### src/sv/macct_pkg.sv
// ----------------------------------------------------------------------------
// Crossover tracker package
// Shared widths, register indexes, command and event codes, stage payload.
// ----------------------------------------------------------------------------
`timescale 1ns / 1ps

package macct_pkg;

   localparam int MAX_WINDOW_DEFAULT = 64;
   localparam int PRICE_BITS         = 32;
   localparam int WINDOW_BITS        = 7;
   localparam int PROFIT_BITS        = 48;
   localparam int CSR_INDEX_BITS     = 8;

   // window register reset values
   localparam logic [WINDOW_BITS-1:0] FAST_RESET = 7'd10;
   localparam logic [WINDOW_BITS-1:0] SLOW_RESET = 7'd30;

   // register indexes
   localparam logic [CSR_INDEX_BITS-1:0] REG_FAST_WINDOW = 8'd0;
   localparam logic [CSR_INDEX_BITS-1:0] REG_SLOW_WINDOW = 8'd1;

   // input commands
   localparam logic CMD_BAR    = 1'b0;
   localparam logic CMD_FINISH = 1'b1;

   // result events
   typedef enum logic [1:0] {
      EV_NONE  = 2'd0,
      EV_OPEN  = 2'd1,
      EV_CLOSE = 2'd2
   } event_type;

   // result tdata layout, lowest bit up
   localparam int RSP_EVENT_LSB  = 0;
   localparam int RSP_LONG_BIT   = RSP_EVENT_LSB + 2;
   localparam int RSP_ENTRY_LSB  = RSP_LONG_BIT + 1;
   localparam int RSP_PROFIT_LSB = RSP_ENTRY_LSB + PRICE_BITS;
   localparam int RSP_READY_BIT  = RSP_PROFIT_LSB + PROFIT_BITS;
   localparam int RSP_FIELD_BITS = RSP_READY_BIT + 1;
   localparam int RSP_TDATA_BITS = ((RSP_FIELD_BITS + 7) / 8) * 8;

   // saturation limits of the profit total
   localparam logic [PROFIT_BITS-1:0] PROFIT_MAX = {1'b0, {(PROFIT_BITS-1){1'b1}}};
   localparam logic [PROFIT_BITS-1:0] PROFIT_MIN = {1'b1, {(PROFIT_BITS-1){1'b0}}};

   // one item as it moves down the pipeline
   typedef struct packed {
      logic                  cmd;
      logic [PRICE_BITS-1:0] price;
      logic                  full_fast;   // fast window was full before this bar
      logic                  full_slow;
      logic                  ready_fast;  // fast window full after this item
      logic                  ready_slow;
      logic                  seen_bar;    // at least one bar before this item
   } item_type;

endpackage

### src/sv/macct_ring.sv
// ----------------------------------------------------------------------------
// Crossover tracker price ring
// One write port, two registered read ports; reads return the old contents
// on a same-address write.
// ----------------------------------------------------------------------------
`timescale 1ns / 1ps

module macct_ring #(
   parameter  int DEPTH     = macct_pkg::MAX_WINDOW_DEFAULT,
   parameter  int DATA_BITS = macct_pkg::PRICE_BITS,
   localparam int AW        = $clog2(DEPTH)
) (
   input  logic                 clock,
   input  logic                 wr_en,
   input  logic [AW-1:0]        wr_addr,
   input  logic [DATA_BITS-1:0] wr_data,
   input  logic                 rd_en,
   input  logic [AW-1:0]        rd_addr_a,
   input  logic [AW-1:0]        rd_addr_b,
   output logic [DATA_BITS-1:0] rd_data_a,
   output logic [DATA_BITS-1:0] rd_data_b
);

   logic [DATA_BITS-1:0] mem_ff [DEPTH];
   logic [DATA_BITS-1:0] rd_a_ff;
   logic [DATA_BITS-1:0] rd_b_ff;

   // storage and read-first ports
   always_ff @(posedge clock) begin
      if (wr_en) begin
         mem_ff[wr_addr] <= wr_data;
      end
      if (rd_en) begin
         rd_a_ff <= mem_ff[rd_addr_a];
         rd_b_ff <= mem_ff[rd_addr_b];
      end
   end

   assign rd_data_a = rd_a_ff;
   assign rd_data_b = rd_b_ff;

endmodule

### config.mk
export PLATFORM = sky130hd
export DESIGN_NAME = macct_ring
export DESIGN_NICKNAME = d
export VERILOG_FILES = /design/src/sv/macct_pkg.sv /design/src/sv/macct_ring.sv
export SDC_FILE = /design/constraint.sdc
export NUM_CORES = 2
export LEC_CHECK = 0
export BUFFER_PORTS_ARGS = -buffer_cell sky130_fd_sc_hd__buf_4
export CORE_ASPECT_RATIO = 0.6
export CORE_MARGIN = 8
export CORE_UTILIZATION = 63
export CTS_CLUSTER_SIZE = 30
export DETAILED_ROUTE_END_ITERATION = 8
export PLACE_DENSITY_LB_ADDON = 0.05
export SLEW_MARGIN = 0
export SYNTH_ARGS = -nofsm -noshare
export SYNTH_HDL_FRONTEND = slang
export SYNTH_SLANG_ARGS = --single-unit
### constraint.sdc
create_clock -name clock -period 5.39 [get_ports clock]
set_input_delay 1.617 -clock clock [delete_from_list [all_inputs] [get_ports clock]]
set_output_delay 1.617 -clock clock [all_outputs]
set_load 0.02 [all_outputs]
## Word level (Yosys, flattened, before mapping)

Memory sizes are Yosys's and may differ from the RTL's. A register that Yosys moved wholly into a read port is not among the register bits.
Cells that the tools add are included.

| word-level totals | value |
|---|---|
| register bits after elaboration | 0 |
| memory bits (writable) | 2048 |
| input bits | 53 |
| output and inout port bits | 64 |
| logic and storage cells | 3 |
| memories | 1 |

Memories:

| name | depth | bits a word | rd ports | clocked after memory_dff | wr ports | RTL line | text |
|---|---|---|---|---|---|---|---|
| mem_ff | 64 | 32 | 2 | 2 | 1 | macct_ring.sv:24 | `logic [DATA_BITS-1:0] mem_ff [DEPTH];` |

| cells by class | value |
|---|---|
| muxes and demuxes | 2 |

Operators by type and width:

| kind | number |
|---|---|
| two-way mux 1 bit | 2 |

## Depth between registers and ports, before layout

| depth | value |
|---|---|
| word-level depth | 2 |
| depth in mapped cells | 10 |
| mapped depth without buffers | 5 |

## Least setup slack after synthesis

No wires, ideal clock.

| timing path | value |
|---|---|
| path kind | input to register |
| start | input port wr_addr[3] |
| end | memory mem_ff[48][0] (netlist name) (enable) |
| setup time | 0.461 ns |
| arrival time | 4.347 ns |
| data required time | 4.929 ns |
| setup slack | 0.582 ns |
| stages on the path | 4 |
| path buffers | 1 |
| cells stage by stage | clkbuf_1 nor2b_1 nand4b_1 nor3_1 |

RTL lines:

| element | RTL line | text |
|---|---|---|
| start: declaration | macct_ring.sv:15 | `input logic [AW-1:0] wr_addr,` |
| end: declaration | macct_ring.sv:24 |  |

No word-level cell before the write port.

==> results.py <==
metrics = {
    "outcome": {
        "status": "finished, final reports clean",
    },
    "pwr": {
        "finalPower_mw": 34.8,
        "p_sw_mw": 7.95,
        "p_sw_share_pct": 22.9,
        "p_seq_share_pct": 52.8,
        "clock_power_share_pct": 38.6,
        "p_int_mw": 26.9,
        "power_leakage_nw": 33.7,
        "comb_power_share_pct": 8.7,
        "powerDensity_nw_per_um2": 324,
        "vdd_ir_drop_max_mv": 0.310,
    },
    "floorplan": {
        "die_w_um": 521,
        "die_y_um": 319,
        "core_um2": 152000,
        "ios": 117,
        "die_area_um2": 166000,
        "fp-row-count": 111,
        "start_util_pct": 63.3,
    },
    "worst_hold_path": {
        "hold_path.startpoint": "mem_ff[36][13]$_DFFE_PP_",
        "min_path_type": "register to register",
        "min_path_cells": 4,
        "min_to": "rd_data_a[13]$_DFFE_PP_",
    },
    "cts": {
        "cts_tree": "built",
        "cts_buffer_depth": 3,
        "postCtsHoldBufs": 0,
        "cts_buffers": 186,
        "path_clk_slew_ns": 0.07,
        "postCtsSetupBuffers": 0,
        "htreeDepth": 4,
        "cts_root_buf": "clkbuf_16",
        "clk_latency_ns": 0.85,
        "clkSinkCount": 2112,
        "cts-resized-gates": 0,
    },
    "drt": {
        "drt-met1-wl_um": 105000,
        "wl_per_cell_um": 43.2,
        "wl_met3_um": 46100,
        "vias": 53500,
        "highest_layer": "met4",
        "first_pass_iters": 5,
        "drc": 0,
        "avgViaCountPerCell": 7.84,
        "totalWireLength_um": 295000,
        "drt_iter0_drc": 8955,
        "dr_wl_met2_um": 131000,
        "antenna_left": 0,
    },
    "place": {
        "io_buffers": 116,
        "dp_hpwl_um": 174000,
        "placed_area_um2": 102000,
        "dp_cells": 6479,
        "place.gp.congestion": 0.866,
    },
    "synth": {
        "synth_edf_count": 2112,
        "syn-num-nets": 4465,
        "ys.flop_type": "edfxtp_1",
        "synth_area_um2": 96300,
        "ys_ff_latch": 2112,
        "ys_seq_area_share_pct": 65.9,
        "postSynthCellCount": 4412,
        "ys_types": 37,
        "avgSynthCellArea_um2": 21.8,
        "ys_warn_count": 0,
        "async_flop_share_pct": 0,
    },
    "cells_and_area": {
        "design_area_um2": 107000,
        "fin_nets": 4686,
        "area_growth_pct": 11.6,
        "layout.cells.non_filler": 6832,
        "post_route_cells_drive_above_1_share_pct": 39.5,
        "final_util_pct": 70.6,
    },
    "sta": {
        "finalHoldViolCount": 0,
        "fin_skew_ns": 0.0320,
        "setup_viol": 0,
        "worst_pin_slew_ns": 1.25,
        "fin_crit_sh_pct": 72.5,
        "rsz0062_at_grt": "no",
        "final_max_slew_viol_count": 0,
        "min_period_ns": 3.91,
        "max_slew_margin_pct": 16.2,
        "clock.fmax_ghz": 0.256,
        "tns_ns": 0,
    },
    "worst_setup_path": {
        "r2r-end": "rd_data_b[31]$_DFFE_PP_",
        "cp_cell_sequence": "buf_8, buf_12, buf_4, mux4_2, mux2_2, o21ai_0, a21oi_1",
        "crit_family": "buffers and inverters",
        "slowest_delay_ns": 0.74,
        "r2r_cells": 4,
        "crit_path_end_kind": "register",
        "arrival_ns": 4.46,
        "rr_startpoint": "mem_ff[5][31]$_DFFE_PP_",
        "required_ns": 5.94,
        "path_buf_inv": 3,
        "cp-start-kind": "input pin",
        "cp_max_fo": 29,
        "critical_path.slowest_cell": "o21ai_0",
        "critical_path_class": "input pin to register",
        "r2r_slack_ns": 3.04,
    },
    "grt": {
        "grt_pass1_vias": 53300,
        "grt_max_degree": 75,
        "gr-total-overflow": 0,
        "antenna_found_initial": 7,
        "track_usage_pct": 35.6,
        "grt_pass1_wl_um": 414000,
    },
    "flow_run": {
        "maxCapViolations": 0,
    },
}
## cells in the mapped netlist (2+ instances only)
| cell type | n | area share [%] |
|---|---|---|
| nand2b_1 | 8 | 0.052 |
| clkbuf_1 | 135 | 0.53 |
| mux2_2 | 36 | 0.42 |
| a22oi_1 | 85 | 0.66 |
| o221ai_1 | 16 | 0.15 |
| mux2i_1 | 204 | 2.1 |
| o21ai_1 | 31 | 0.16 |
| nand2_1 | 93 | 0.36 |
| or2_2 | 3 | 0.019 |
| nand3b_1 | 6 | 0.047 |
| or3_1 | 2 | 0.013 |
| a211oi_1 | 15 | 0.12 |
| nand3_1 | 9 | 0.047 |
| buf_4 | 55 | 0.43 |
| buf_2 | 121 | 0.63 |
| o22ai_1 | 56 | 0.36 |
| a21oi_1 | 58 | 0.30 |
| a32oi_1 | 9 | 0.082 |
| nor2_1 | 94 | 0.37 |
| nor3_1 | 3 | 0.016 |
| o21ai_0 | 18 | 0.094 |
| edfxtp_1 | 2112 | 66 |
| nor2b_1 | 19 | 0.12 |
| or3b_2 | 2 | 0.018 |
| nand4_1 | 2 | 0.013 |
| o211ai_1 | 27 | 0.21 |
| mux4_2 | 1124 | 26 |
| buf_1 | 25 | 0.097 |
| and2_1 | 6 | 0.039 |
| buf_6 | 11 | 0.13 |
| o32a_1 | 9 | 0.094 |
| a221oi_1 | 13 | 0.12 |
## per-stage QoR
| step | setup WS [ns] | hold slack [ns] |
|---|---|---|
| after global routing | 1.53 | 1.03 |
| after CTS | 1.52 | 0.973 |
| after detailed placement | 0.651 | 0.957 |
| after floorplan | 0.582 | 0.857 |
| after global placement | 0.586 | 0.951 |
| final | 1.48 | 0.976 |
## power groups by stage
stage	clock network, mW	logic, mW	registers (mW)
after floorplan	0	1.74	18.7
after global placement	0	2.97	18.7
after detailed placement	0	2.99	18.7
after CTS	13.5	3.00	18.4
after global routing	14.1	3.12	18.4
final	13.4	3.01	18.4
## flip-flops by register name (all words and copies together) (netlist names)
name and cells:
rd_data_a 32, rd_data_b 32, mem_ff 2048
## placed cells by master, fill, tap and decap left out, drive strengths merged
master / netlist / layout
a211oi: 15 / 15
nand3b: 6 / 6
mux2: 36 / 36
nor2: 94 / 94
a221oi: 13 / 13
nand3: 9 / 9
or2: 3 / 3
nor3: 3 / 3
bufinv: 0 / 17
o221ai: 16 / 16
clkinv: 0 / 82
a21boi: 1 / 1
nand4: 2 / 2
nand2b: 8 / 8
or3b: 2 / 2
o211ai: 27 / 27
nand4b: 1 / 1
and2: 6 / 6
o21ai: 49 / 49
a21oi: 58 / 58
a22oi: 85 / 85
clkinvlp: 0 / 11
o41ai: 1 / 1
o211a: 1 / 1
inv: 1 / 9
clkbuf: 135 / 227
o22ai: 56 / 56
nand2: 93 / 93
edfxtp: 2112 / 2112
a32oi: 9 / 9
or3: 2 / 2
nor2b: 19 / 19
mux2i: 204 / 204
mux4: 1124 / 1124
buf: 212 / 380
o32a: 9 / 9
diode: 0 / 8
## worst max path at each step
stage | start | to | slack, ns | depth (start not counted)
after floorplan | wr_addr[3] | mem_ff[48][0]$_DFFE_PP_ | 0.58 | 4
after global placement | rd_addr_b[0] | rd_data_b[31]$_DFFE_PP_ | 0.59 | 7
after detailed placement | rd_addr_b[0] | rd_data_b[31]$_DFFE_PP_ | 0.65 | 7
after CTS | rd_addr_b[0] | rd_data_b[31]$_DFFE_PP_ | 1.52 | 7
after global routing | rd_addr_b[0] | rd_data_b[31]$_DFFE_PP_ | 1.53 | 7
final | rd_addr_b[0] | rd_data_b[31]$_DFFE_PP_ | 1.48 | 7
## worst reg2reg max path, stage by stage (launching register included)
cell	delay (ns)
edfxtp_1	0.42
mux4_2	0.49
mux2_2	0.28
o21ai_0	0.74
a21oi_1	0.14
## kinds of logic after synthesis
logic type / count (synthesis) / synth area share (%)
buffers and inverters: 348 / 1.81
and+or+nand+nor: 248 / 1.13
muxes: 1364 / 28.8
DFF: 2112 / 65.9
AOI/OAI and AO/OA: 340 / 2.38
## final cells by class
class / count / area [um^2]
sequential: 2112 / 63400
timing repair buffer: 380 / 3880
fill: 9099 / 44700
multi-input combinational: 1952 / 31600
inverter: 1 / 3.75
clock buffer: 227 / 4940
clock inverter: 118 / 1040
tap: 2034 / 2540
antenna: 8 / 20.0
## layer usage
metal	GRT usage, %	up-vias
met2	51.5	4656
met3	11.2	602
li1	-	20000
met1	51.4	28300
met5	0	-
met4	14.0	0
Note: power is estimated with default switching activity, not from simulation.
