<file path="src/sv/macct_pkg.sv">
// ----------------------------------------------------------------------------
// Crossover tracker package
// Shared widths, register indexes, command and event codes, stage payload.
// ----------------------------------------------------------------------------
`timescale 1ns / 1ps

package macct_pkg;

   localparam int MAX_WINDOW_DEFAULT = 64;
   localparam int PRICE_BITS         = 32;
   localparam int WINDOW_BITS        = 7;
   localparam int PROFIT_BITS        = 48;
   localparam int CSR_INDEX_BITS     = 8;

   // window register reset values
   localparam logic [WINDOW_BITS-1:0] FAST_RESET = 7'd10;
   localparam logic [WINDOW_BITS-1:0] SLOW_RESET = 7'd30;

   // register indexes
   localparam logic [CSR_INDEX_BITS-1:0] REG_FAST_WINDOW = 8'd0;
   localparam logic [CSR_INDEX_BITS-1:0] REG_SLOW_WINDOW = 8'd1;

   // input commands
   localparam logic CMD_BAR    = 1'b0;
   localparam logic CMD_FINISH = 1'b1;

   // result events
   typedef enum logic [1:0] {
      EV_NONE  = 2'd0,
      EV_OPEN  = 2'd1,
      EV_CLOSE = 2'd2
   } event_type;

   // result tdata layout, lowest bit up
   localparam int RSP_EVENT_LSB  = 0;
   localparam int RSP_LONG_BIT   = RSP_EVENT_LSB + 2;
   localparam int RSP_ENTRY_LSB  = RSP_LONG_BIT + 1;
   localparam int RSP_PROFIT_LSB = RSP_ENTRY_LSB + PRICE_BITS;
   localparam int RSP_READY_BIT  = RSP_PROFIT_LSB + PROFIT_BITS;
   localparam int RSP_FIELD_BITS = RSP_READY_BIT + 1;
   localparam int RSP_TDATA_BITS = ((RSP_FIELD_BITS + 7) / 8) * 8;

   // saturation limits of the profit total
   localparam logic [PROFIT_BITS-1:0] PROFIT_MAX = {1'b0, {(PROFIT_BITS-1){1'b1}}};
   localparam logic [PROFIT_BITS-1:0] PROFIT_MIN = {1'b1, {(PROFIT_BITS-1){1'b0}}};

   // one item as it moves down the pipeline
   typedef struct packed {
      logic                  cmd;
      logic [PRICE_BITS-1:0] price;
      logic                  full_fast;   // fast window was full before this bar
      logic                  full_slow;
      logic                  ready_fast;  // fast window full after this item
      logic                  ready_slow;
      logic                  seen_bar;    // at least one bar before this item
   } item_type;

endpackage

</file>
<file path="src/sv/macct_position.sv">
// ----------------------------------------------------------------------------
// Crossover tracker position logic
// Cross-multiplies the window sums, then opens or closes the long position,
// books saturating profit and holds the result register.
// ----------------------------------------------------------------------------
`timescale 1ns / 1ps

module macct_position #(
   parameter  int MAX_WINDOW = macct_pkg::MAX_WINDOW_DEFAULT,
   localparam int CW         = $clog2(MAX_WINDOW + 1),
   localparam int PW         = $clog2(MAX_WINDOW),
   localparam int SUMW       = macct_pkg::PRICE_BITS + PW,
   localparam int PRODW      = SUMW + CW
) (
   input  logic                             clock,
   input  logic                             reset,
   input  logic [CW-1:0]                    fast_len,
   input  logic [CW-1:0]                    slow_len,
   input  logic                             p2_valid,
   input  macct_pkg::item_type              p2_item,
   input  logic [SUMW-1:0]                  fast_sum,
   input  logic [SUMW-1:0]                  slow_sum,
   input  logic                             rsp_ready,
   output logic                             p3_ready,
   output logic                             rsp_valid,
   output macct_pkg::event_type             rsp_event,
   output logic                             rsp_long,
   output logic [macct_pkg::PRICE_BITS-1:0]  rsp_entry,
   output logic [macct_pkg::PROFIT_BITS-1:0] rsp_profit,
   output logic                             rsp_windows_ready
);

   import macct_pkg::*;

   localparam int GW = PRICE_BITS + 1;
   localparam int TW = PROFIT_BITS + 1;

   // product stage
   logic             v3_ff;
   item_type         item3_ff;
   logic             act3_ff;
   logic             act3_in;
   logic [PRODW-1:0] prod_fast_ff;
   logic [PRODW-1:0] prod_slow_ff;
   logic [PRODW-1:0] prod_fast_in;
   logic [PRODW-1:0] prod_slow_in;

   // position state and result register
   logic                   hold_ff;
   logic                   hold_in;
   logic [PRICE_BITS-1:0]  opened_ff;
   logic [PRICE_BITS-1:0]  opened_in;
   logic [PRICE_BITS-1:0]  last_ff;
   logic [PRICE_BITS-1:0]  last_in;
   logic [PROFIT_BITS-1:0] profit_ff;
   logic [PROFIT_BITS-1:0] profit_in;
   event_type              event_ff;
   event_type              event_in;
   logic                   ready_ff;
   logic                   rsp_valid_ff;

   logic                   out_ready;
   logic                   fast_above;
   logic                   fast_below;
   logic                   take_gain;
   logic [PRICE_BITS-1:0]  gain_price;
   logic [GW-1:0]          gain_diff;
   logic [TW-1:0]          profit_sum;
   logic [PROFIT_BITS-1:0] profit_sat;

   assign out_ready = !rsp_valid_ff || rsp_ready;
   assign p3_ready  = !v3_ff || out_ready;

   // fast_sum/fast_len vs slow_sum/slow_len, compared without division
   assign prod_fast_in = PRODW'(fast_sum) * PRODW'(slow_len);
   assign prod_slow_in = PRODW'(slow_sum) * PRODW'(fast_len);
   assign act3_in      = (p2_item.cmd == CMD_BAR) && p2_item.ready_fast
                         && p2_item.ready_slow && (fast_sum != '0) && (slow_sum != '0);

   assign fast_above = prod_fast_ff > prod_slow_ff;
   assign fast_below = prod_fast_ff < prod_slow_ff;

   // open/close decision
   always_comb begin
      hold_in   = hold_ff;
      opened_in = opened_ff;
      last_in   = last_ff;
      event_in  = EV_NONE;
      take_gain = 1'b0;
      if (item3_ff.cmd == CMD_FINISH) begin
         if (hold_ff && item3_ff.seen_bar) begin
            hold_in   = 1'b0;
            event_in  = EV_CLOSE;
            take_gain = 1'b1;
         end
      end else begin
         last_in = item3_ff.price;
         if (act3_ff && !hold_ff && fast_above) begin
            hold_in   = 1'b1;
            opened_in = item3_ff.price;
            event_in  = EV_OPEN;
         end else if (act3_ff && hold_ff && fast_below) begin
            hold_in   = 1'b0;
            event_in  = EV_CLOSE;
            take_gain = 1'b1;
         end
      end
   end

   // realized gain, saturating at the profit limits
   assign gain_price = (item3_ff.cmd == CMD_FINISH) ? last_ff : item3_ff.price;
   assign gain_diff  = {1'b0, gain_price} - {1'b0, opened_ff};
   assign profit_sum = {profit_ff[PROFIT_BITS-1], profit_ff}
                       + {{(TW-GW){gain_diff[GW-1]}}, gain_diff};
   assign profit_sat = (profit_sum[TW-1] != profit_sum[TW-2])
                       ? (profit_sum[TW-1] ? PROFIT_MIN : PROFIT_MAX)
                       : profit_sum[PROFIT_BITS-1:0];
   assign profit_in  = take_gain ? profit_sat : profit_ff;

   // product stage and result register
   always_ff @(posedge clock) begin
      if (reset) begin
         v3_ff        <= 1'b0;
         rsp_valid_ff <= 1'b0;
         hold_ff      <= 1'b0;
         opened_ff    <= '0;
         last_ff      <= '0;
         profit_ff    <= '0;
      end else begin
         if (p3_ready) begin
            v3_ff <= p2_valid;
         end
         if (p2_valid && p3_ready) begin
            item3_ff     <= p2_item;
            act3_ff      <= act3_in;
            prod_fast_ff <= prod_fast_in;
            prod_slow_ff <= prod_slow_in;
         end
         if (out_ready) begin
            rsp_valid_ff <= v3_ff;
         end
         if (v3_ff && out_ready) begin
            hold_ff   <= hold_in;
            opened_ff <= opened_in;
            last_ff   <= last_in;
            profit_ff <= profit_in;
            event_ff  <= event_in;
            ready_ff  <= item3_ff.ready_fast && item3_ff.ready_slow;
         end
      end
   end

   assign rsp_valid         = rsp_valid_ff;
   assign rsp_event         = event_ff;
   assign rsp_long          = hold_ff;
   assign rsp_entry         = hold_ff ? opened_ff : '0;
   assign rsp_profit        = profit_ff;
   assign rsp_windows_ready = ready_ff;

endmodule

</file>
<file path="config.mk">
export PLATFORM = sky130hd
export DESIGN_NAME = macct_position
export DESIGN_NICKNAME = d
export VERILOG_FILES = /design/src/sv/macct_pkg.sv /design/src/sv/macct_position.sv
export SDC_FILE = /design/constraint.sdc
export NUM_CORES = 2
export LEC_CHECK = 0
export ABC_AREA = 1
export BUFFER_PORTS_ARGS = -buffer_cell sky130_fd_sc_hd__buf_2
export CORE_UTILIZATION = 26
export DETAILED_ROUTE_END_ITERATION = 8
export PLACE_DENSITY = 0.44
export SETUP_SLACK_MARGIN = 0.15
export SLEW_MARGIN = 20
export SYNTH_ARGS = -nofsm -noshare
export SYNTH_HDL_FRONTEND = slang
export SYNTH_SLANG_ARGS = --single-unit
export TNS_END_PERCENT = 20
</file>
<file path="constraint.sdc">
create_clock -name clock -period 7.2 [get_ports clock]
set_input_delay 0.72 -clock clock [delete_from_list [all_inputs] [get_ports clock]]
set_output_delay 0.72 -clock clock [all_outputs]
set_load 0.02 [all_outputs]
</file>
# Yosys cells after proc, flatten, opt, wreduce, memory -nomap -nowiden
# Index checks and enable logic that the tools add are counted.
# word_totals
in_bits,132
elab_cells,68
output_inout_bits,86
reg_bits,245
# op_classes
eq_ne,2
addsub,2
mux,16
bitwise_logic,3
n_reduce_logical,25
n_mul,2
n_lt_le_gt_ge,2
# op_table
cell,n
2-to-1 mux 48 bit,2
multiplier 38 x 7 -> 45 bit,2
nonzero test 38 bit,2
2-to-1 mux 32 bit,2
adder 48 x 33 -> 49 bit,1
greater-than comparator 45 bit,1
less-than comparator 45 bit,1
subtractor 32 x 32 -> 33 bit,1
logical AND 1 bit,12
2-to-1 mux 1 bit,8
2-to-1 mux 2 bit,4
AND reduction 2 bit,3
AND reduction 3 bit,2
zero test 1 bit,3
inverter 1 bit,3
nonzero test 3 bit,1
logical OR 1 bit,2
"inequality test 2 x 1 -> 1 bit, second input constant",1
inequality test 1 bit,1

# Logic depth before layout (Yosys ltp)
# logic_depth
word_depth,6
depth_mapped,34
ltp_nobuf,31

# Worst setup path before layout
# No wires, ideal clock.
# synth_timing
path_kind,input -> register
start,input port fast_len[1]
end,"register prod_slow_ff[27], data pin"
n_path_buf,2
t_arrival_ns,5.020
setup_slack_ns,1.928
required_ns,6.948
setup_time_ns,0.252
stages,22
cell_sequence,clkbuf_1 > buf_1 > nand2_1 > inv_1 > fa_1 > inv_1 > fa_1 > inv_1 > fa_1 > inv_1 > fa_1 > inv_1 > ha_1 > a21oi_1 > a21boi_0 > o21ai_0 > a21oi_1 > o21ai_0 > nand3_1 > nand2_1 > nand2_1 > nand2_1
# synth_via
elab_chain_len,1
# synth_rtl
element,line,text
from (decl),macct_position.sv:17,"input logic [CW-1:0] fast_len,"
multiplier 38 x 7 -> 45 bit,macct_position.sv:76,assign prod_slow_in = PRODW'(slow_sum) * PRODW'(fast_len);
named net prod_slow_in[27],macct_position.sv:46,logic [PRODW-1:0] prod_slow_in;
to (signal assigned),macct_position.sv:137,prod_slow_ff <= prod_slow_in;
to (decl),macct_position.sv:44,logic [PRODW-1:0] prod_slow_ff;
# The timed path passes the listed nets, and every way through them passes these cells.
# A chain may end at the register's enable or synchronous reset.

# Worst setup path after layout
# layout_timing
start,register item3_ff[37] (netlist name)
end,"register profit_ff[33], in the netlist rsp_profit[33]"
# layout_via
elab_chain_len,5
elab_cells_between_ends,8
classes_between,add/sub (2); eq/ne (1); mux (4); reduce/logical (1)
# layout_rtl
element,line,text
from (decl),macct_position.sv:40,item_type item3_ff;
from (signal assigned),macct_position.sv:134,item3_ff <= p2_item;
2-to-1 mux 32 bit *,macct_position.sv:111,assign gain_price = (item3_ff.cmd == CMD_FINISH) ? last_ff : item3_ff.price;
named net gain_price[1],macct_position.sv:66,logic [PRICE_BITS-1:0] gain_price;
subtractor 32 x 32 -> 33 bit *,macct_position.sv:112,"assign gain_diff = {1'b0, gain_price} - {1'b0, opened_ff};"
adder 48 x 33 -> 49 bit *,macct_position.sv:114,"+ {{(TW-GW){gain_diff[GW-1]}}, gain_diff};"
2-to-1 mux 48 bit or inequality test 1 bit (tied branches),"macct_position.sv:116, macct_position.sv:115",
2-to-1 mux 48 bit *,macct_position.sv:116,? (profit_sum[TW-1] ? PROFIT_MIN : PROFIT_MAX)
to (signal assigned),macct_position.sv:146,profit_ff <= profit_in;
to (decl),macct_position.sv:55,logic [PROFIT_BITS-1:0] profit_ff;
# The timed path passes the listed nets; every way through them passes the cells marked *.

==> flow_metrics.env <==
export IMPL_synth_main_ff_cell="edfxtp_1"
export IMPL_cts_root_buf="clkbuf_16"
export IMPL_criticalPathCategory="reg -> reg"
export IMPL_h_tree_depth=1
export IMPL_drt_wl_total_um=109000
export IMPL_fin_cells=6832
export IMPL_core_region_area_sq_um=131000
export IMPL_seq_area_frac_synth_pct=18.0
export IMPL_grt_overflow=0
export IMPL_cp_max_fo=24
export IMPL_die_area_sq_um=134000
export IMPL_ys_types=45
export IMPL_cpMostUsedCell="nand2_1"
export IMPL_fin_skew_ps=58.7
export IMPL_final_common_cell="nand2_1"
export IMPL_final_cell_mix="1,358 x nand2_1, 1,253 x inv_1, 360 x fa_1"
export IMPL_antenna_found_initial=11
export IMPL_status="completed"
export IMPL_fin_hold_ws_ps=273
export IMPL_vias=29810
export IMPL_clkSlewWorstSetupHoldPaths_ps=60
export IMPL_gp_congestion=0.912
export IMPL_first_pass_iters=5
export IMPL_fmax_mhz=173
export IMPL_met3_usage_pct=1.44
export IMPL_finalHoldViolCount=0
export IMPL_grt_max_degree=80
export IMPL_port_buffers=215
export IMPL_ys_warn_count=0
export IMPL_drv_cap=0
export IMPL_nets=5793
export IMPL_setup_ws_ps=1430
export IMPL_clk_path_buf_depth=3
export IMPL_drt_iter0_drc=1505
export IMPL_grt_pass1_vias=31002
export IMPL_fin_setup_tns_ps=0
export IMPL_critPathSlowestCell="o21ai_0"
export IMPL_postSynthAreaPerCell_sq_um=6.93
export IMPL_synthArstFlopShare_pct=0
export IMPL_slew_violations=0
export IMPL_io_pins=218
export IMPL_worstMarginPinSlew_ps=972
export IMPL_rsz0062_at_grt="false"
export IMPL_max_stage_delay_ps=670
export IMPL_start_util_pct=26.2
export IMPL_cts_sinks=245
export IMPL_ant_nets=0
export IMPL_worst_ep_arrival_time_ps=6270
export IMPL_tritoncts="yes"
export IMPL_met2_usage_pct=29.0
export IMPL_crit_required_ps=7700
export IMPL_startpoint_type="flop"
export IMPL_drc_errors=0
export IMPL_cts_setup_buffers=0
export IMPL_fp_dieH_um=366
export IMPL_period_needed_ps=5770
export IMPL_hp_class="in -> reg"
export IMPL_row_count=133
export IMPL_routedWlPerCell_um=16.0
export IMPL_layout_drive_gt1_share_pct=6.74
export IMPL_syn_to_final_growth_pct=10.7
export IMPL_syn_area_sq_um=34400
export IMPL_vias_per_cell=4.36
export IMPL_synth_edff_count=130
export IMPL_cts_resized=0
export IMPL_setup_violations=0
export IMPL_max_vdd_ir_drop_mv=0.216
export IMPL_cts_buffers=31
export IMPL_final_core_util_pct=29.0
export IMPL_grtUsageMet1_pct=21.3
export IMPL_period_share_pct=80.2
export IMPL_placed_cells=6770
export IMPL_synth_cells=4969
export IMPL_hpwl_um=90600
export IMPL_syn_nets=5714
export IMPL_p_per_area_nw_per_um2=303
export IMPL_postCtsHoldBufs=0
export IMPL_endpoint_kind="flop"
export IMPL_relSlewSlack_pct=35.2
export IMPL_power_leakage_nw=21.2
export IMPL_track_usage_pct=16.2
export IMPL_clock_latency_ps=630
export IMPL_dp_slack_ps=1150
export IMPL_grt_pass1_wl_um=174000
export IMPL_synth_seq_cells=245
export IMPL_grt_busiest_layer="met2"
export IMPL_die_x_um=366
layout make-up:
| cell class | count | area (sq um) |
|---|---|---|
| tap | 1755 | 2200 |
| clock inverter | 21 | 251 |
| sequential | 245 | 6210 |
| inverter | 1265 | 4750 |
| fill | 14725 | 93300 |
| clock buffer | 36 | 795 |
| antenna | 5 | 12.5 |
| multi-input combinational | 3273 | 22700 |
| timing repair buffer | 232 | 1230 |
cell families after synthesis:
| logic type | Yosys count | synth area share (%) |
|---|---|---|
| AND/OR/NAND/NOR | 1894 | 22.0 |
| buffers and inverters | 1451 | 16.1 |
| AO/OA/AOI/OAI | 628 | 10.2 |
| adder cells (fa/ha/maj) | 613 | 30.1 |
| flip-flops | 245 | 18.0 |
| XOR/XNOR | 137 | 3.48 |
| multiplexers | 1 | 0.0291 |
sequential cells by signal, summed over array words and instances, names as in the netlist, 2 cells and up:
| register | count |
|---|---|
| rsp_profit | 48 |
| rsp_event | 2 |
| prod_fast_ff | 45 |
| opened_ff | 32 |
| item3_ff | 36 |
| prod_slow_ff | 45 |
| last_ff | 32 |
cell usage after synthesis, drive strengths merged, types with 43 or more instances:
cell,n,area share [%]
a21oi,334,5.2
buf,79,1.1
clkbuf,107,1.2
dfxtp,115,6.7
edfxtp,130,11
fa,360,21
ha,253,9.2
inv,1263,14
nand2,1365,15
nand3,150,2.2
nand4,43,0.78
nor2,272,3.1
o21ai,180,2.6
xnor2,46,1.2
xor2,91,2.3
final timing paths:
check	from	endpoint	slack (ps)	cells past startpoint
setup / recovery	item3_ff[37]$_DFFE_PP_	rsp_profit[33]$_SDFFE_PP0P_	1430	31
hold / removal	p2_item[33]	item3_ff[33]$_DFFE_PP_	270	1
setup reg to reg	item3_ff[37]$_DFFE_PP_	rsp_profit[33]$_SDFFE_PP0P_	1430	31
hold reg to reg	last_ff[9]$_SDFFE_PP0P_	last_ff[9]$_SDFFE_PP0P_	450	2
critical path, delay by kind of cell, from the launching register on:
kind | cells | cell delay (ps)
AO/OA/AOI/OAI | 5 | 1370
flip-flops | 1 | 430
AND/OR/NAND/NOR | 19 | 2520
adder cells (fa/ha/maj) | 2 | 670
buffers and inverters | 5 | 690
metal layers:
metal  vias to the layer above  wire length (um)
li1                      15128                 -
met1                     14159             49900
met2                       436             53600
met3                        87              3650
met4                         0              1980
met5                         -                 0
per-stage QoR:
| stage | power [mW] | instance area [sq um] |
|---|---|---|
| floorplan | 7.59 | 34400 |
| global placement | 10.1 | 37100 |
| detailed placement | 10.1 | 37100 |
| CTS | 11.8 | 38100 |
| global route | 12.8 | 38100 |
| finish | 11.6 | 38100 |
where the power goes:
group / switching [mW] / leakage, nW / internal [mW]
Combinational: 5.13 / 18.6 / 2.62
Sequential: 0.140 / 2.16 / 2.03
Clock: 0.664 / 0.505 / 0.968
Total: 5.94 / 21.2 / 5.62
No activity file was read; power rests on OpenSTA's default activity.
