<file path="src/sv/macct_pkg.sv">
// ----------------------------------------------------------------------------
// Crossover tracker package
// Shared widths, register indexes, command and event codes, stage payload.
// ----------------------------------------------------------------------------
`timescale 1ns / 1ps

package macct_pkg;

   localparam int MAX_WINDOW_DEFAULT = 64;
   localparam int PRICE_BITS         = 32;
   localparam int WINDOW_BITS        = 7;
   localparam int PROFIT_BITS        = 48;
   localparam int CSR_INDEX_BITS     = 8;

   // window register reset values
   localparam logic [WINDOW_BITS-1:0] FAST_RESET = 7'd10;
   localparam logic [WINDOW_BITS-1:0] SLOW_RESET = 7'd30;

   // register indexes
   localparam logic [CSR_INDEX_BITS-1:0] REG_FAST_WINDOW = 8'd0;
   localparam logic [CSR_INDEX_BITS-1:0] REG_SLOW_WINDOW = 8'd1;

   // input commands
   localparam logic CMD_BAR    = 1'b0;
   localparam logic CMD_FINISH = 1'b1;

   // result events
   typedef enum logic [1:0] {
      EV_NONE  = 2'd0,
      EV_OPEN  = 2'd1,
      EV_CLOSE = 2'd2
   } event_type;

   // result tdata layout, lowest bit up
   localparam int RSP_EVENT_LSB  = 0;
   localparam int RSP_LONG_BIT   = RSP_EVENT_LSB + 2;
   localparam int RSP_ENTRY_LSB  = RSP_LONG_BIT + 1;
   localparam int RSP_PROFIT_LSB = RSP_ENTRY_LSB + PRICE_BITS;
   localparam int RSP_READY_BIT  = RSP_PROFIT_LSB + PROFIT_BITS;
   localparam int RSP_FIELD_BITS = RSP_READY_BIT + 1;
   localparam int RSP_TDATA_BITS = ((RSP_FIELD_BITS + 7) / 8) * 8;

   // saturation limits of the profit total
   localparam logic [PROFIT_BITS-1:0] PROFIT_MAX = {1'b0, {(PROFIT_BITS-1){1'b1}}};
   localparam logic [PROFIT_BITS-1:0] PROFIT_MIN = {1'b1, {(PROFIT_BITS-1){1'b0}}};

   // one item as it moves down the pipeline
   typedef struct packed {
      logic                  cmd;
      logic [PRICE_BITS-1:0] price;
      logic                  full_fast;   // fast window was full before this bar
      logic                  full_slow;
      logic                  ready_fast;  // fast window full after this item
      logic                  ready_slow;
      logic                  seen_bar;    // at least one bar before this item
   } item_type;

endpackage

</file>
<file path="src/sv/macct_window.sv">
// ----------------------------------------------------------------------------
// Crossover tracker window sums
// Keeps running sums over the newest fast and slow windows, updated per bar
// from the dropped ring entries; resums the ring after a window change.
// ----------------------------------------------------------------------------
`timescale 1ns / 1ps

module macct_window #(
   parameter  int MAX_WINDOW = macct_pkg::MAX_WINDOW_DEFAULT,
   localparam int CW         = $clog2(MAX_WINDOW + 1),
   localparam int PW         = $clog2(MAX_WINDOW),
   localparam int SUMW       = macct_pkg::PRICE_BITS + PW
) (
   input  logic                            clock,
   input  logic                            reset,
   input  logic [CW-1:0]                   fast_len,
   input  logic [CW-1:0]                   slow_len,
   input  logic [CW-1:0]                   sample_count,
   input  logic [PW-1:0]                   write_pointer,
   input  logic                            sweep_start,
   input  logic                            p1_valid,
   input  macct_pkg::item_type             p1_item,
   input  logic [macct_pkg::PRICE_BITS-1:0] drop_fast,
   input  logic [macct_pkg::PRICE_BITS-1:0] drop_slow,
   input  logic                            p3_ready,
   output logic                            p2_ready,
   output logic                            p2_valid,
   output macct_pkg::item_type             p2_item,
   output logic [SUMW-1:0]                 fast_sum,
   output logic [SUMW-1:0]                 slow_sum,
   output logic                            busy,
   output logic                            sweep_rd,
   output logic [PW-1:0]                   sweep_addr
);

   import macct_pkg::*;

   typedef enum logic {
      ST_RUN,
      ST_SWEEP
   } state_type;

   state_type       state_ff;
   logic [PW-1:0]   sw_pos_ff;
   logic [CW-1:0]   sw_left_ff;
   logic [CW-1:0]   sw_n_ff;
   logic            pend_ff;
   logic [CW-1:0]   pend_n_ff;
   logic            v2_ff;
   item_type        item2_ff;
   logic [SUMW-1:0] fsum_ff;
   logic [SUMW-1:0] ssum_ff;
   logic [SUMW-1:0] fsum_in;
   logic [SUMW-1:0] ssum_in;
   logic            load2;

   // resum walk goes back from the newest entry
   assign sweep_addr = (sw_pos_ff == '0) ? PW'(MAX_WINDOW - 1) : sw_pos_ff - PW'(1);
   assign sweep_rd   = (state_ff == ST_SWEEP) && (sw_left_ff != '0);
   assign busy       = (state_ff == ST_SWEEP);
   assign p2_ready   = !v2_ff || p3_ready;
   assign load2      = p1_valid && p2_ready;

   // next sums: clear on window change, accumulate during resum, else slide
   always_comb begin
      fsum_in = fsum_ff;
      ssum_in = ssum_ff;
      priority if (sweep_start) begin
         fsum_in = '0;
         ssum_in = '0;
      end else if ((state_ff == ST_SWEEP) && pend_ff) begin
         if (pend_n_ff <= fast_len) begin
            fsum_in = fsum_ff + SUMW'(drop_fast);
         end
         if (pend_n_ff <= slow_len) begin
            ssum_in = ssum_ff + SUMW'(drop_fast);
         end
      end else if (load2 && (p1_item.cmd == CMD_BAR)) begin
         fsum_in = fsum_ff + SUMW'(p1_item.price)
                   - (p1_item.full_fast ? SUMW'(drop_fast) : '0);
         ssum_in = ssum_ff + SUMW'(p1_item.price)
                   - (p1_item.full_slow ? SUMW'(drop_slow) : '0);
      end
   end

   // stage register, sums and resum sequencer
   always_ff @(posedge clock) begin
      if (reset) begin
         state_ff   <= ST_RUN;
         sw_pos_ff  <= '0;
         sw_left_ff <= '0;
         sw_n_ff    <= '0;
         pend_ff    <= 1'b0;
         pend_n_ff  <= '0;
         v2_ff      <= 1'b0;
         fsum_ff    <= '0;
         ssum_ff    <= '0;
      end else begin
         fsum_ff <= fsum_in;
         ssum_ff <= ssum_in;
         if (p2_ready) begin
            v2_ff <= p1_valid;
         end
         if (load2) begin
            item2_ff <= p1_item;
         end
         if (sweep_start) begin
            state_ff   <= ST_SWEEP;
            sw_pos_ff  <= write_pointer;
            sw_left_ff <= sample_count;
            sw_n_ff    <= '0;
            pend_ff    <= 1'b0;
         end else begin
            unique case (state_ff)
               ST_RUN: begin
               end
               ST_SWEEP: begin
                  pend_ff <= sweep_rd;
                  if (sweep_rd) begin
                     sw_pos_ff  <= sweep_addr;
                     sw_left_ff <= sw_left_ff - CW'(1);
                     sw_n_ff    <= sw_n_ff + CW'(1);
                     pend_n_ff  <= sw_n_ff + CW'(1);
                  end
                  if (!sweep_rd && !pend_ff) begin
                     state_ff <= ST_RUN;
                  end
               end
               default: begin
                  state_ff <= ST_RUN;
               end
            endcase
         end
      end
   end

   assign p2_valid = v2_ff;
   assign p2_item  = item2_ff;
   assign fast_sum = fsum_ff;
   assign slow_sum = ssum_ff;

endmodule

</file>
<file path="config.mk">
export PLATFORM = sky130hd
export DESIGN_NAME = macct_window
export DESIGN_NICKNAME = d
export VERILOG_FILES = /design/src/sv/macct_pkg.sv /design/src/sv/macct_window.sv
export SDC_FILE = /design/constraint.sdc
export NUM_CORES = 1
export LEC_CHECK = 0
export ABC_CLOCK_PERIOD_IN_PS = 6700
export BUFFER_PORTS_ARGS = -buffer_cell sky130_fd_sc_hd__clkbuf_2
export CORE_MARGIN = 5
export CORE_UTILIZATION = 30
export CTS_BUF_LIST = sky130_fd_sc_hd__clkbuf_16
export DETAILED_ROUTE_END_ITERATION = 8
export SETUP_SLACK_MARGIN = 0.4
export SKIP_LAST_GASP = 1
export SLEW_MARGIN = 30
export SYNTH_ARGS = -nofsm -noshare
export SYNTH_HDL_FRONTEND = slang
export SYNTH_SLANG_ARGS = --single-unit
</file>
<file path="constraint.sdc">
create_clock -name clock -period 6.7 [get_ports clock]
set_clock_uncertainty 0.1 [all_clocks]
set_input_delay 0.67 -clock clock [delete_from_list [all_inputs] [get_ports clock]]
set_output_delay 0.67 -clock clock [all_outputs]
set_load 0.02 [all_outputs]
</file>
======== After elaboration in Yosys (flattened, before gate mapping) ========
Cells that the tools add are included.
operators by class
  add/subtract/negate cells ............... 9
  magnitude comparators ................... 2
  equal/unequal tests ..................... 2
  mux-type cells .......................... 18
  bitwise gates (word level) .............. 3
  reductions and logical operators ........ 21
operators by type and width
  kind                   count
  $mux W38               6
  $add A38 B32 Y38       4
  $sub A38 B32 Y38       2
  $mux W32               2
  $mux W6                4
  $mux W7                3
  $le A7 B7 Y1           2
  $reduce_and A2 Y1      5
  $add A7 B1 Y7 const B  1
  $reduce_bool A7 Y1     1
  $sub A7 B1 Y7 const B  1
  $logic_not A6 Y1       1
  $reduce_bool A2 Y1     3
  $sub A6 B1 Y6 const B  1
  $logic_and A1 B1 Y1    5
  $ne A2 B1 Y1 const B   2
  $logic_not A1 Y1       3
  $mux W1                3
  $not A1 Y1             3
  $reduce_and A3 Y1      1
  $reduce_or A2 Y1       1
  $logic_or A1 B1 Y1     1
storage, ports and cells
  register bits after elaboration ......... 144
  input bits .............................. 134
  output and inout port bits .............. 124
  word-level logic and storage cells ...... 71

======== Depth between registers and ports, before layout ========
Gate-level depths: netlist of the first run.
  depth in word-level cells ............... 7
  gate-level depth with buffers ........... 16
  gate-level depth less buffers ........... 16

======== Least setup slack after synthesis of the first run ========
No wires, ideal clock.
  path type ............................... input -> register
  from .................................... input port p1_item[4] (netlist name)
  to ...................................... register fsum_ff[36], in the netlist fast_sum[36]
  setup time .............................. 127 ps
  data arrival time ....................... 3788 ps
  required time ........................... 6473 ps
  slack ................................... 2685 ps
  stages on the path ...................... 15
  buffers on the path ..................... 1
  cells stage by stage .................... clkbuf_1 -> and2_1 -> fa_1 -> inv_1 -> ha_1 -> nor2b_2 -> o211ai_1 -> a31oi_2 -> a21oi_2 -> o31ai_2 -> a21bo_2 -> a2111oi_4 -> o31ai_1 -> and3_1 -> or3_1
on the way
  longest elaborated chain between the ends .. 4
ends and longest elaborated chain
  element               RTL line            RTL
  from (decl)           macct_window.sv:22  input macct_pkg::item_type p1_item,
  $mux W32              macct_window.sv:80  - (p1_item.full_fast ? SUMW'(drop_fast) : '0);
  $sub A38 B32 Y38      macct_window.sv:80
  $mux W38              macct_window.sv:78  end else if (load2 && (p1_item.cmd == CMD_BAR)) begin
  $mux W38              macct_window.sv:71  end else if ((state_ff == ST_SWEEP) && pend_ff) begin
  to (signal assigned)  macct_window.sv:99  fsum_ff <= fsum_in;
  to (decl)             macct_window.sv:51  logic [SUMW-1:0] fsum_ff;
Every way passes these cells. The select of a mux whose other input is x is not followed.
A chain may end at the register's enable or synchronous reset.

======== Worst setup path in the final report of the first run ========
  from .................................... input port p1_item[4] (netlist name)
  to ...................................... register fsum_ff[37], in the netlist fast_sum[37]
Same word-level chain as after synthesis.

==> results of run 1 <==
==> path summary, 6_finish.rpt <==
check | end | slack, ps | depth (start not counted)
max | fast_sum[37] | 2250 | 15
min | p2_item[1] | 240 | 1
max reg2reg | slow_sum[31] | 2550 | 14
min reg2reg | pend_n_ff[0] | 410 | 2
==> state kept, by name, summed over array words and instances (netlist names) <==
register,count
sw_pos_ff,6
p2_item,38
busy,1
sw_n_ff,7
pend_ff,1
pend_n_ff,7
fast_sum,38
slow_sum,38
sw_left_ff,7
p2_valid,1
==> power breakdown <==
| group | total [W] | internal, W | switching (W) |
|---|---|---|---|
| registers | 0.000983 | 0.000937 | 0.0000466 |
| clock network | 0.00110 | 0.000627 | 0.000469 |
| logic | 0.00170 | 0.000669 | 0.00103 |
==> placed cells by master (no fill, tap or decap), types with 8 or more instances in the layout <==
master	instances
dfxtp_1	106
and2_1	72
fa_1	66
buf_4	11
xnor2_1	85
clkbuf_2	257
o211ai_1	12
nor2_1	156
clkbuf_16	17
nand4_1	28
o21ai_0	104
o221ai_1	15
nand2b_1	17
nor2b_1	18
a221oi_1	8
a211oi_1	65
nand3_1	37
nand2_1	146
edfxtp_1	38
o21bai_1	19
xor2_1	45
nor3_1	23
a21oi_1	175
ha_1	167
a311oi_1	13
and3_1	24
a31oi_1	30
inv_1	290
mux2i_1	9
o21a_1	15
or3_1	8
a21o_1	77
==> worst max-delay path, delay by kind of cell <==
family          cells  cell delay (ps)
fa+ha+maj           2              880
buf+inv             2              430
mux                 1              380
compound gates      6             1560
xor+xnor            1              160
simple gates        3              600
==> metrics by stage <==
| step | hold slack, ps | setup WS (ps) | area [sq um] | total power, W |
|---|---|---|---|---|
| final | 239 | 2250 | 18800 | 0.00378 |
| after global routing | 224 | 1770 | 18800 | 0.00405 |
| after CTS | 208 | 2270 | 18800 | 0.00381 |
| after detailed placement | 405 | 1770 | 18200 | 0.00268 |
| after global placement | 388 | 1740 | 18200 | 0.00266 |
| after floorplan | 370 | 2680 | 16200 | 0.00224 |
==> routing by layer <==
metal  global-route usage  share of wire
met1                0.251           0.45
met2                0.316           0.46
met3               0.0442          0.066
met4               0.0557          0.023
met5                    0        0.00023
==> kinds of logic (layout without fill, tap and decap cells) <==
logic type / count (synthesis) / after routing / share of synthesized area
other cells: 0 / 1 / 0
fa+ha+maj: 233 / 233 / 0.210
simple gates: 565 / 565 / 0.168
buf+inv: 375 / 591 / 0.0870
xor+xnor: 130 / 130 / 0.0702
flops: 144 / 144 / 0.201
mux: 10 / 10 / 0.00625
compound gates: 621 / 621 / 0.257
==> layout make-up <==
| cell class | count | area share |
|---|---|---|
| tap | 696 | 0.0462 |
| antenna | 1 | 0.000133 |
| multi-input combinational | 1559 | 0.615 |
| inverter | 290 | 0.0578 |
| clock inverter | 15 | 0.0110 |
| sequential | 144 | 0.173 |
| clock buffer | 17 | 0.0226 |
| timing repair buffer | 269 | 0.0741 |
==> impl_metrics.tcl, run 1 <==
set metrics [dict create \
    timing.final.setup_violations 0 \
    p_per_area_nw_per_um2 201 \
    ys_ff_latch 144 \
    drt-total-wl_microns 57000 \
    die_width_microns 243 \
    drt-initial-drc-count 1069 \
    worst_hold_path_type "in -> reg" \
    power.static_leakage_nw 8.94 \
    io_buffers 257 \
    global_route_wire_length_before_repair_microns 89500 \
    post_cts_hold_buffer_count 0 \
    clkTransAtPathRegs_ps 80 \
    clock_tree_from_tritoncts "done" \
    dr.pass1.iters 5 \
    dpl.cell_count 2958 \
    yosys.area.top_type "dfxtp_1" \
    cell_with_the_largest_stage_delay_on_the_worst_path "fa_1" \
    num_vias 15600 \
    clk_latency_ps 500 \
    ratio_of_cells_with_drive_above_1_in_the_final_layout 0.150 \
    die_extent_in_y_microns 243 \
    finalCriticalPeriod_ps 4450 \
    async_flop_share 0 \
    final.fill_count 5656 \
    crit_path_start "p1_item[4]" \
    relative_area_change_from_synthesis_to_final_layout_pct 16.1 \
    achievable-frequency_mhz 225 \
    num-nets-final 2648 \
    synth.avg_cell_area_sq_um 7.81 \
    summed_negative_setup_slack_over_all_endpoints_ps 0 \
    synth_area_leaders "dfxtp_1, ha_1, fa_1" \
    critical_path_arrival_ps 4710 \
    crit_path_cell_trace "clkbuf_2, and2_1, fa_1, inv_1, ha_1, and4_1, o2111a_1, o211ai_1, a31oi_1, o211ai_1, a21oi_1, mux2_2, a211oi_1, xnor2_1, nor2_1" \
    finalCoreUtilization 0.351 \
    yosysMostFrequentCell "inv_1" \
    netlist_top_cells_count "inv_1, a21oi_1, ha_1, nor2_1, nand2_1" \
    slew_violations 0 \
    timing.critical_path.mode_cell "o211ai_1" \
    place_hpwl_microns 45200 \
    gp_congestion 0.915 \
    numClockSinks 144 \
    drt_drc_violations_left 0 \
    min_from "p1_item[1]" \
    gr-total-overflow 0 \
    multiInputGateArea_sq_um 11600 \
    effective_utilization_at_floorplan 0.302 \
    core_area_sq_um 53700 \
    post_route_insts_no_fill 2991 \
    final_hold_viol_count 0 \
    avgRoutedWirePerCell_microns 19.1 \
    synth_top_area_share 0.131 \
    maxCapViolCount 0 \
    synth_warnings 0 \
    groute.usage.overall 0.191 \
    criticalPathCategory "in -> reg" \
    io-pin-count 258 \
    postRouteAntennaNets 0 \
    maximum_number_of_pins_on_one_net_before_global_route_repair 64 \
    route.detailed.vias_per_inst 5.21 \
    number_of_antenna_violations_at_the_first_check_in_global_routing 2 \
    synthCells 2078 \
    relSlewSlack 0.360 \
    timing.final.crit_share 0.664 \
    cts_resized 0 \
    irDropWorstVdd_mv 0.202 \
    cts-root-buf "clkbuf_16" \
    seq_area_frac_synth 0.201 \
    post-cts-setup-buffers 0 \
    grt_setup_unrepaired "false" \
    critPathMaxFanout 33 \
    synth_enable_flop_cells 38 \
    worst-endpoint-required_ps 6960 \
    syn-cell-area_sq_um 16200 \
    synthDistinctLibCells 84 \
    number_of_global_route_vias_before_repair 15900 \
    cp_slowest_stage_delay_ps 490 \
    start_kind "input pin" \
    synth_ff_type "dfxtp_1" \
    placementRows 85 \
    mappedNetlistNets 2445 \
    final-seq-area_sq_um 3260 \
    cts.path.max_buffers 2 \
    status "complete, no violations" \
    endpoint_kind "flip-flop" \
    fp.dieArea_sq_um 58800 \
    tritoncts.num_buffers 17 \
    worst_slew_pin_slew_ps 959 \
    timing.rr.start "slow_sum[1]" \
    ctsHtreeMaxLevel 4 \
]
No activity file was read; power rests on OpenSTA's default activity.
==> inputs of run 2 (changes only) <==
--- a/config.mk
+++ b/config.mk
@@ -5,7 +5,7 @@
 export SDC_FILE = /design/constraint.sdc
 export NUM_CORES = 1
 export LEC_CHECK = 0
-export ABC_CLOCK_PERIOD_IN_PS = 6700
+export ABC_CLOCK_PERIOD_IN_PS = 4000
 export BUFFER_PORTS_ARGS = -buffer_cell sky130_fd_sc_hd__clkbuf_2
 export CORE_MARGIN = 5
 export CORE_UTILIZATION = 30
==> constraint.sdc (replaced) <==
create_clock -name clock -period 4 [get_ports clock]
set_clock_uncertainty 0.1 [all_clocks]
set_input_delay 0.4 -clock clock [delete_from_list [all_inputs] [get_ports clock]]
set_output_delay 0.4 -clock clock [all_outputs]
set_load 0.02 [all_outputs]
==> impl_metrics.tcl, run 2 (synthesized netlist as in run 1, its figures left out) <==
set metrics [dict create \
    status "complete, no violations" \
    fp.dieArea_sq_um 58800 \
    achievable-frequency_mhz 279 \
    grt_setup_unrepaired "true" \
    min_from "sample_count[5]" \
    dr.pass1.iters 5 \
    relative_area_change_from_synthesis_to_final_layout_pct 31.1 \
    power.share.clock 0.238 \
    maximum_number_of_pins_on_one_net_before_global_route_repair 59 \
    ctsHtreeMaxLevel 4 \
    groute.usage.overall 0.196 \
    drt_drc_violations_left 0 \
    p_per_area_nw_per_um2 322 \
    die_width_microns 243 \
    maxCapViolCount 0 \
    irDropWorstVdd_mv 0.370 \
    finalPower_w 0.00685 \
    critPathMaxFanout 4 \
    layout_commonest_cell "inv_1" \
    effective_utilization_at_floorplan 0.302 \
    stdcell_area_sq_um 21300 \
    cts.path.max_buffers 2 \
    tritoncts.num_buffers 17 \
    netSwitchingFraction 0.416 \
    endpoint_kind "flip-flop" \
    postRouteAntennaNets 0 \
    p_int_w 0.00400 \
    worst_hold_path_type "in -> reg" \
    placementRows 85 \
    core_area_sq_um 53700 \
    number_of_global_route_vias_before_repair 16500 \
    crit_path_start "fast_sum[8]" \
    power.switching_w 0.00285 \
    critical_path_arrival_ps 3900 \
    finalCriticalPeriod_ps 3580 \
    relSlewSlack 0.340 \
    place_hpwl_microns 46900 \
    insertedDiodeCount 0 \
    final_hold_viol_count 0 \
    summed_negative_setup_slack_over_all_endpoints_ps 0 \
    clk_latency_ps 500 \
    cts-root-buf "clkbuf_16" \
    io-pin-count 258 \
    avgRoutedWirePerCell_microns 18.6 \
    route.detailed.vias_per_inst 5.19 \
    io_buffers 257 \
    power.static_leakage_nw 10.1 \
    num_vias 16700 \
    worst-endpoint-required_ps 4320 \
    numClockSinks 144 \
    ratio_of_cells_with_drive_above_1_in_the_final_layout 0.260 \
    timing.final.crit_share 0.895 \
    slew_violations 0 \
    global_route_wire_length_before_repair_microns 92100 \
    gr-total-overflow 0 \
    criticalPathCategory "reg -> reg" \
    drt-initial-drc-count 1079 \
    pwr-share-comb 0.523 \
    drt-total-wl_microns 59800 \
    num-nets-final 2868 \
    gp_congestion 0.989 \
    clock_tree_from_tritoncts "done" \
    timing.rr.start "fast_sum[8]" \
    leading_cell_types_in_the_layout_fill_and_taps_excluded "inv_1, clkbuf_2, buf_4, a21oi_1, nor2_1" \
    timing.final.setup_violations 0 \
    dpl-instance-area_sq_um 19400 \
    power.sequential.fraction 0.239 \
    clkTransAtPathRegs_ps 70 \
    worst_slew_pin_slew_ps 989 \
    number_of_antenna_violations_at_the_first_check_in_global_routing 0 \
    start_kind "flip-flop" \
    die_extent_in_y_microns 243 \
]
## run 2: layout make-up
cell class / instances / area (sq um)
Clock buffer: 18 / 450
Clock inverter: 14 / 98.8
Fill cell: 5465 / 32400
Inverter: 290 / 1090
Multi-Input combinational cell: 1559 / 12300
Sequential cell: 144 / 3310
Tap cell: 696 / 871
Timing Repair Buffer: 489 / 3200
## run 2: final timing paths
kind	end	slack, ps	cells after the start
max	fast_sum[35]	420	15
min reg2reg	fast_sum[14]	390	2
min	sw_left_ff[5]	40	3
max reg2reg	fast_sum[35]	420	15
## run 2: repair_timing
action | 4_1_cts | 5_1_grt
hold endpoints to repair | 36 | 0
pin swaps | 20 | 74
resized for setup | 49 | 109
hold buffers | 36 | 0
endpoints found under the setup margin | 26 | 32
gates cloned | 0 | 1
buffers inserted | 7 | 34
## run 2: power groups by stage
stage | sequential [W] | combinational [W] | clock (W)
after detailed placement | 0.00167 | 0.00317 | 0
after global placement | 0.00167 | 0.00313 | 0
final | 0.00164 | 0.00358 | 0.00163
after CTS | 0.00164 | 0.00333 | 0.00169
after global routing | 0.00165 | 0.00393 | 0.00173
after floorplan | 0.00172 | 0.00204 | 0
## run 2: worst max-delay path: stages (launching register included)
cell and delay (ps):
dfxtp_2 370, inv_1 70, fa_1 510, inv_1 40, ha_1 290, a211oi_1 300, o21ai_1 170, nand3_1 220
a31oi_4 150, o211ai_1 270, a31oi_2 170, buf_4 170, a221oi_2 270, xnor2_1 150, o21ai_1 90, a211oi_2 170
## run 2: layer usage
layer  global-route usage  routed length [microns]  vias to the layer above
li1                     -                        -                     8101
met1                0.259                    27100                     7936
met2                0.312                    26800                      531
met3               0.0553                     4380                       87
met4               0.0604                     1560                        0
met5                    0                        0                        -
## run 2: metrics by stage
| stage | instances | worst slack (ps) | util | hold WS [ps] |
|---|---|---|---|---|
| floorplan | 2078 | 378 | - | 370 |
| global placement | 3099 | -436 | 0.360 | 389 |
| detailed placement | 3100 | -510 | 0.360 | 403 |
| CTS | 3175 | 400 | 0.383 | 2.08 |
| global route | 3210 | 276 | 0.396 | 29.7 |
| finish | 3210 | 418 | 0.396 | 37.6 |
==> inputs of run 3 (changes only) <==
--- a/config.mk
+++ b/config.mk
@@ -7,6 +7,7 @@
 export LEC_CHECK = 0
 export ABC_CLOCK_PERIOD_IN_PS = 4000
 export BUFFER_PORTS_ARGS = -buffer_cell sky130_fd_sc_hd__clkbuf_2
+export CAP_MARGIN = 0
 export CORE_MARGIN = 5
 export CORE_UTILIZATION = 30
 export CTS_BUF_LIST = sky130_fd_sc_hd__clkbuf_16
==> constraint.sdc (replaced) <==
create_clock -name clock -period 4 [get_ports clock]
set_clock_uncertainty 0.1 [all_clocks]
set_input_delay 0.8 -clock clock [delete_from_list [all_inputs] [get_ports clock]]
set_output_delay 0.8 -clock clock [all_outputs]
set_load 0.02 [all_outputs]
==> impl_metrics.tcl, run 3 (synthesized netlist as in run 1, its figures left out) <==
set metrics [dict create \
    clk_latency_ps 500 \
    io_buffers 257 \
    start_kind "input pin" \
    relSlewSlack 0.338 \
    p_per_area_nw_per_um2 327 \
    global_route_wire_length_before_repair_microns 98200 \
    num-nets-final 3018 \
    cts.path.max_buffers 2 \
    drt_drc_violations_left 0 \
    status "complete, no violations" \
    groute.usage.overall 0.212 \
    relative_area_change_from_synthesis_to_final_layout_pct 40.0 \
    die_extent_in_y_microns 243 \
    worst_hold_path_type "in -> reg" \
    number_of_antenna_violations_at_the_first_check_in_global_routing 3 \
    effective_utilization_at_floorplan 0.302 \
    tritoncts.num_buffers 17 \
    timing.final.setup_violations 0 \
    io-pin-count 258 \
    drt-total-wl_microns 64500 \
    clock_tree_from_tritoncts "done" \
    critical_path_arrival_ps 4250 \
    worst_slack_ps 20.6 \
    power.static_leakage_nw 11.0 \
    maximum_number_of_pins_on_one_net_before_global_route_repair 60 \
    place_hpwl_microns 49800 \
    finalCoreUtilization 0.423 \
    die_width_microns 243 \
    fp.dieArea_sq_um 58800 \
    finalCriticalPeriod_ps 3980 \
    critical_path_buf_inv_count 8 \
    crit_path_cell_trace "clkbuf_16, buf_12, and2_4, fa_1, inv_2, ha_4, a21o_1, buf_6, a221oi_4, o21ai_2, buf_6, buf_6, buf_6, a22o_4, o21ai_4, o41ai_4, buf_4, xnor2_2, nor2_1, a221oi_1, nor2_1" \
    clkTransAtPathRegs_ps 70 \
    postRouteAntennaNets 0 \
    ratio_of_cells_with_drive_above_1_in_the_final_layout 0.322 \
    numClockSinks 144 \
    dr.pass1.iters 7 \
    multiInputGateArea_sq_um 12500 \
    endpoint_kind "flip-flop" \
    timing.critical_path.mode_cell "buf_6" \
    final_hold_viol_count 0 \
    hold_slack_ps 386 \
    timing.final.crit_share 0.995 \
    criticalPathCategory "in -> reg" \
    achievable-frequency_mhz 251 \
    dpl.cell_count 3285 \
    post_cts_hold_buffer_count 0 \
    post_route_insts_no_fill 3362 \
    ctsHtreeMaxLevel 4 \
    placement.setup.worst_slack_ps -640 \
    slew_violations 0 \
    finalPower_w 0.00744 \
    cp_slowest_stage_delay_ps 490 \
    route.detailed.vias_per_inst 5.14 \
    leading_cell_types_in_the_layout_fill_and_taps_excluded "buf_4, inv_1, clkbuf_2, a21oi_1, nor2_1" \
    critPathMaxFanout 5 \
    gr-total-overflow 0 \
    placementRows 85 \
    layout_commonest_cell "buf_4" \
    final.fill_count 5376 \
    grt_setup_unrepaired "true" \
    avgRoutedWirePerCell_microns 19.2 \
    core_area_sq_um 53700 \
    drt-initial-drc-count 1032 \
    maxCapViolCount 0 \
    critical-path-top-delay-family "compound AO/OA/AOI/OAI gates" \
    irDropWorstVdd_mv 0.351 \
    final-seq-area_sq_um 3260 \
    num_vias 17300 \
    cts-root-buf "clkbuf_16" \
    cell_with_the_largest_stage_delay_on_the_worst_path "fa_1" \
    worst-endpoint-required_ps 4270 \
    worst_slew_pin_slew_ps 990 \
    number_of_global_route_vias_before_repair 17400 \
    gp_congestion 0.943 \
]
-- run 3: changes by cell type in the layout (fill, tap and decap cells not counted), sizes merged --
cell	change
clkinvlp	+1
inv	-1
diode	+2
buf	+187
dlygate4sd3	-36
clkinv	-2
bufinv	+1
-- run 3: path summary, 6_finish.rpt --
kind                from            to  slack (ps)  depth (start not counted)
min           p1_item[0]    p2_item[0]         390                          1
min reg2reg  fast_sum[1]   fast_sum[1]         400                          2
max reg2reg  fast_sum[5]  fast_sum[35]         250                         14
max           p1_item[3]  slow_sum[33]          20                         21
-- run 3: repair_timing --
| action | 4_1_cts | 5_1_grt |
|---|---|---|
| endpoints found under the setup margin | 36 | 48 |
| cloned | 3 | 0 |
| setup buffers | 20 | 20 |
| endpoints found under the hold margin | 0 | 0 |
| pin swaps | 44 | 82 |
| resized for setup | 63 | 99 |
-- run 3: stage by stage --
step	TNS (ps)	instance area, sq um
floorplan	-21.2	16600
global placement	-11660	21000
detailed placement	-13720	21000
CTS	0	22100
global route	-319	22700
finish	0	22700
-- run 3: per-layer routing --
| layer | global-route usage | wire length, microns | up-vias |
|---|---|---|---|
| li1 | - | - | 8402 |
| met1 | 0.261 | 27200 | 8319 |
| met2 | 0.368 | 31700 | 469 |
| met3 | 0.0498 | 3700 | 77 |
| met4 | 0.0714 | 1910 | 2 |
| met5 | 0 | 7 | - |
-- run 3: layout make-up --
| class | count | share of cell area |
|---|---|---|
| Clock inverter | 13 | 0.00463 |
| Clock buffer | 19 | 0.0209 |
| Timing Repair Buffer | 639 | 0.193 |
| Antenna cell | 2 | 0.000220 |
| Tap cell | 696 | 0.0383 |
| Inverter | 290 | 0.0479 |
| Sequential cell | 144 | 0.144 |
| Multi-Input combinational cell | 1559 | 0.551 |
-- run 3: power by group --
part           internal [W]  leakage [nW]  switching (W)
registers           0.00157          1.22      0.0000690
clock network      0.000927         0.297       0.000796
logic               0.00192          9.49        0.00216
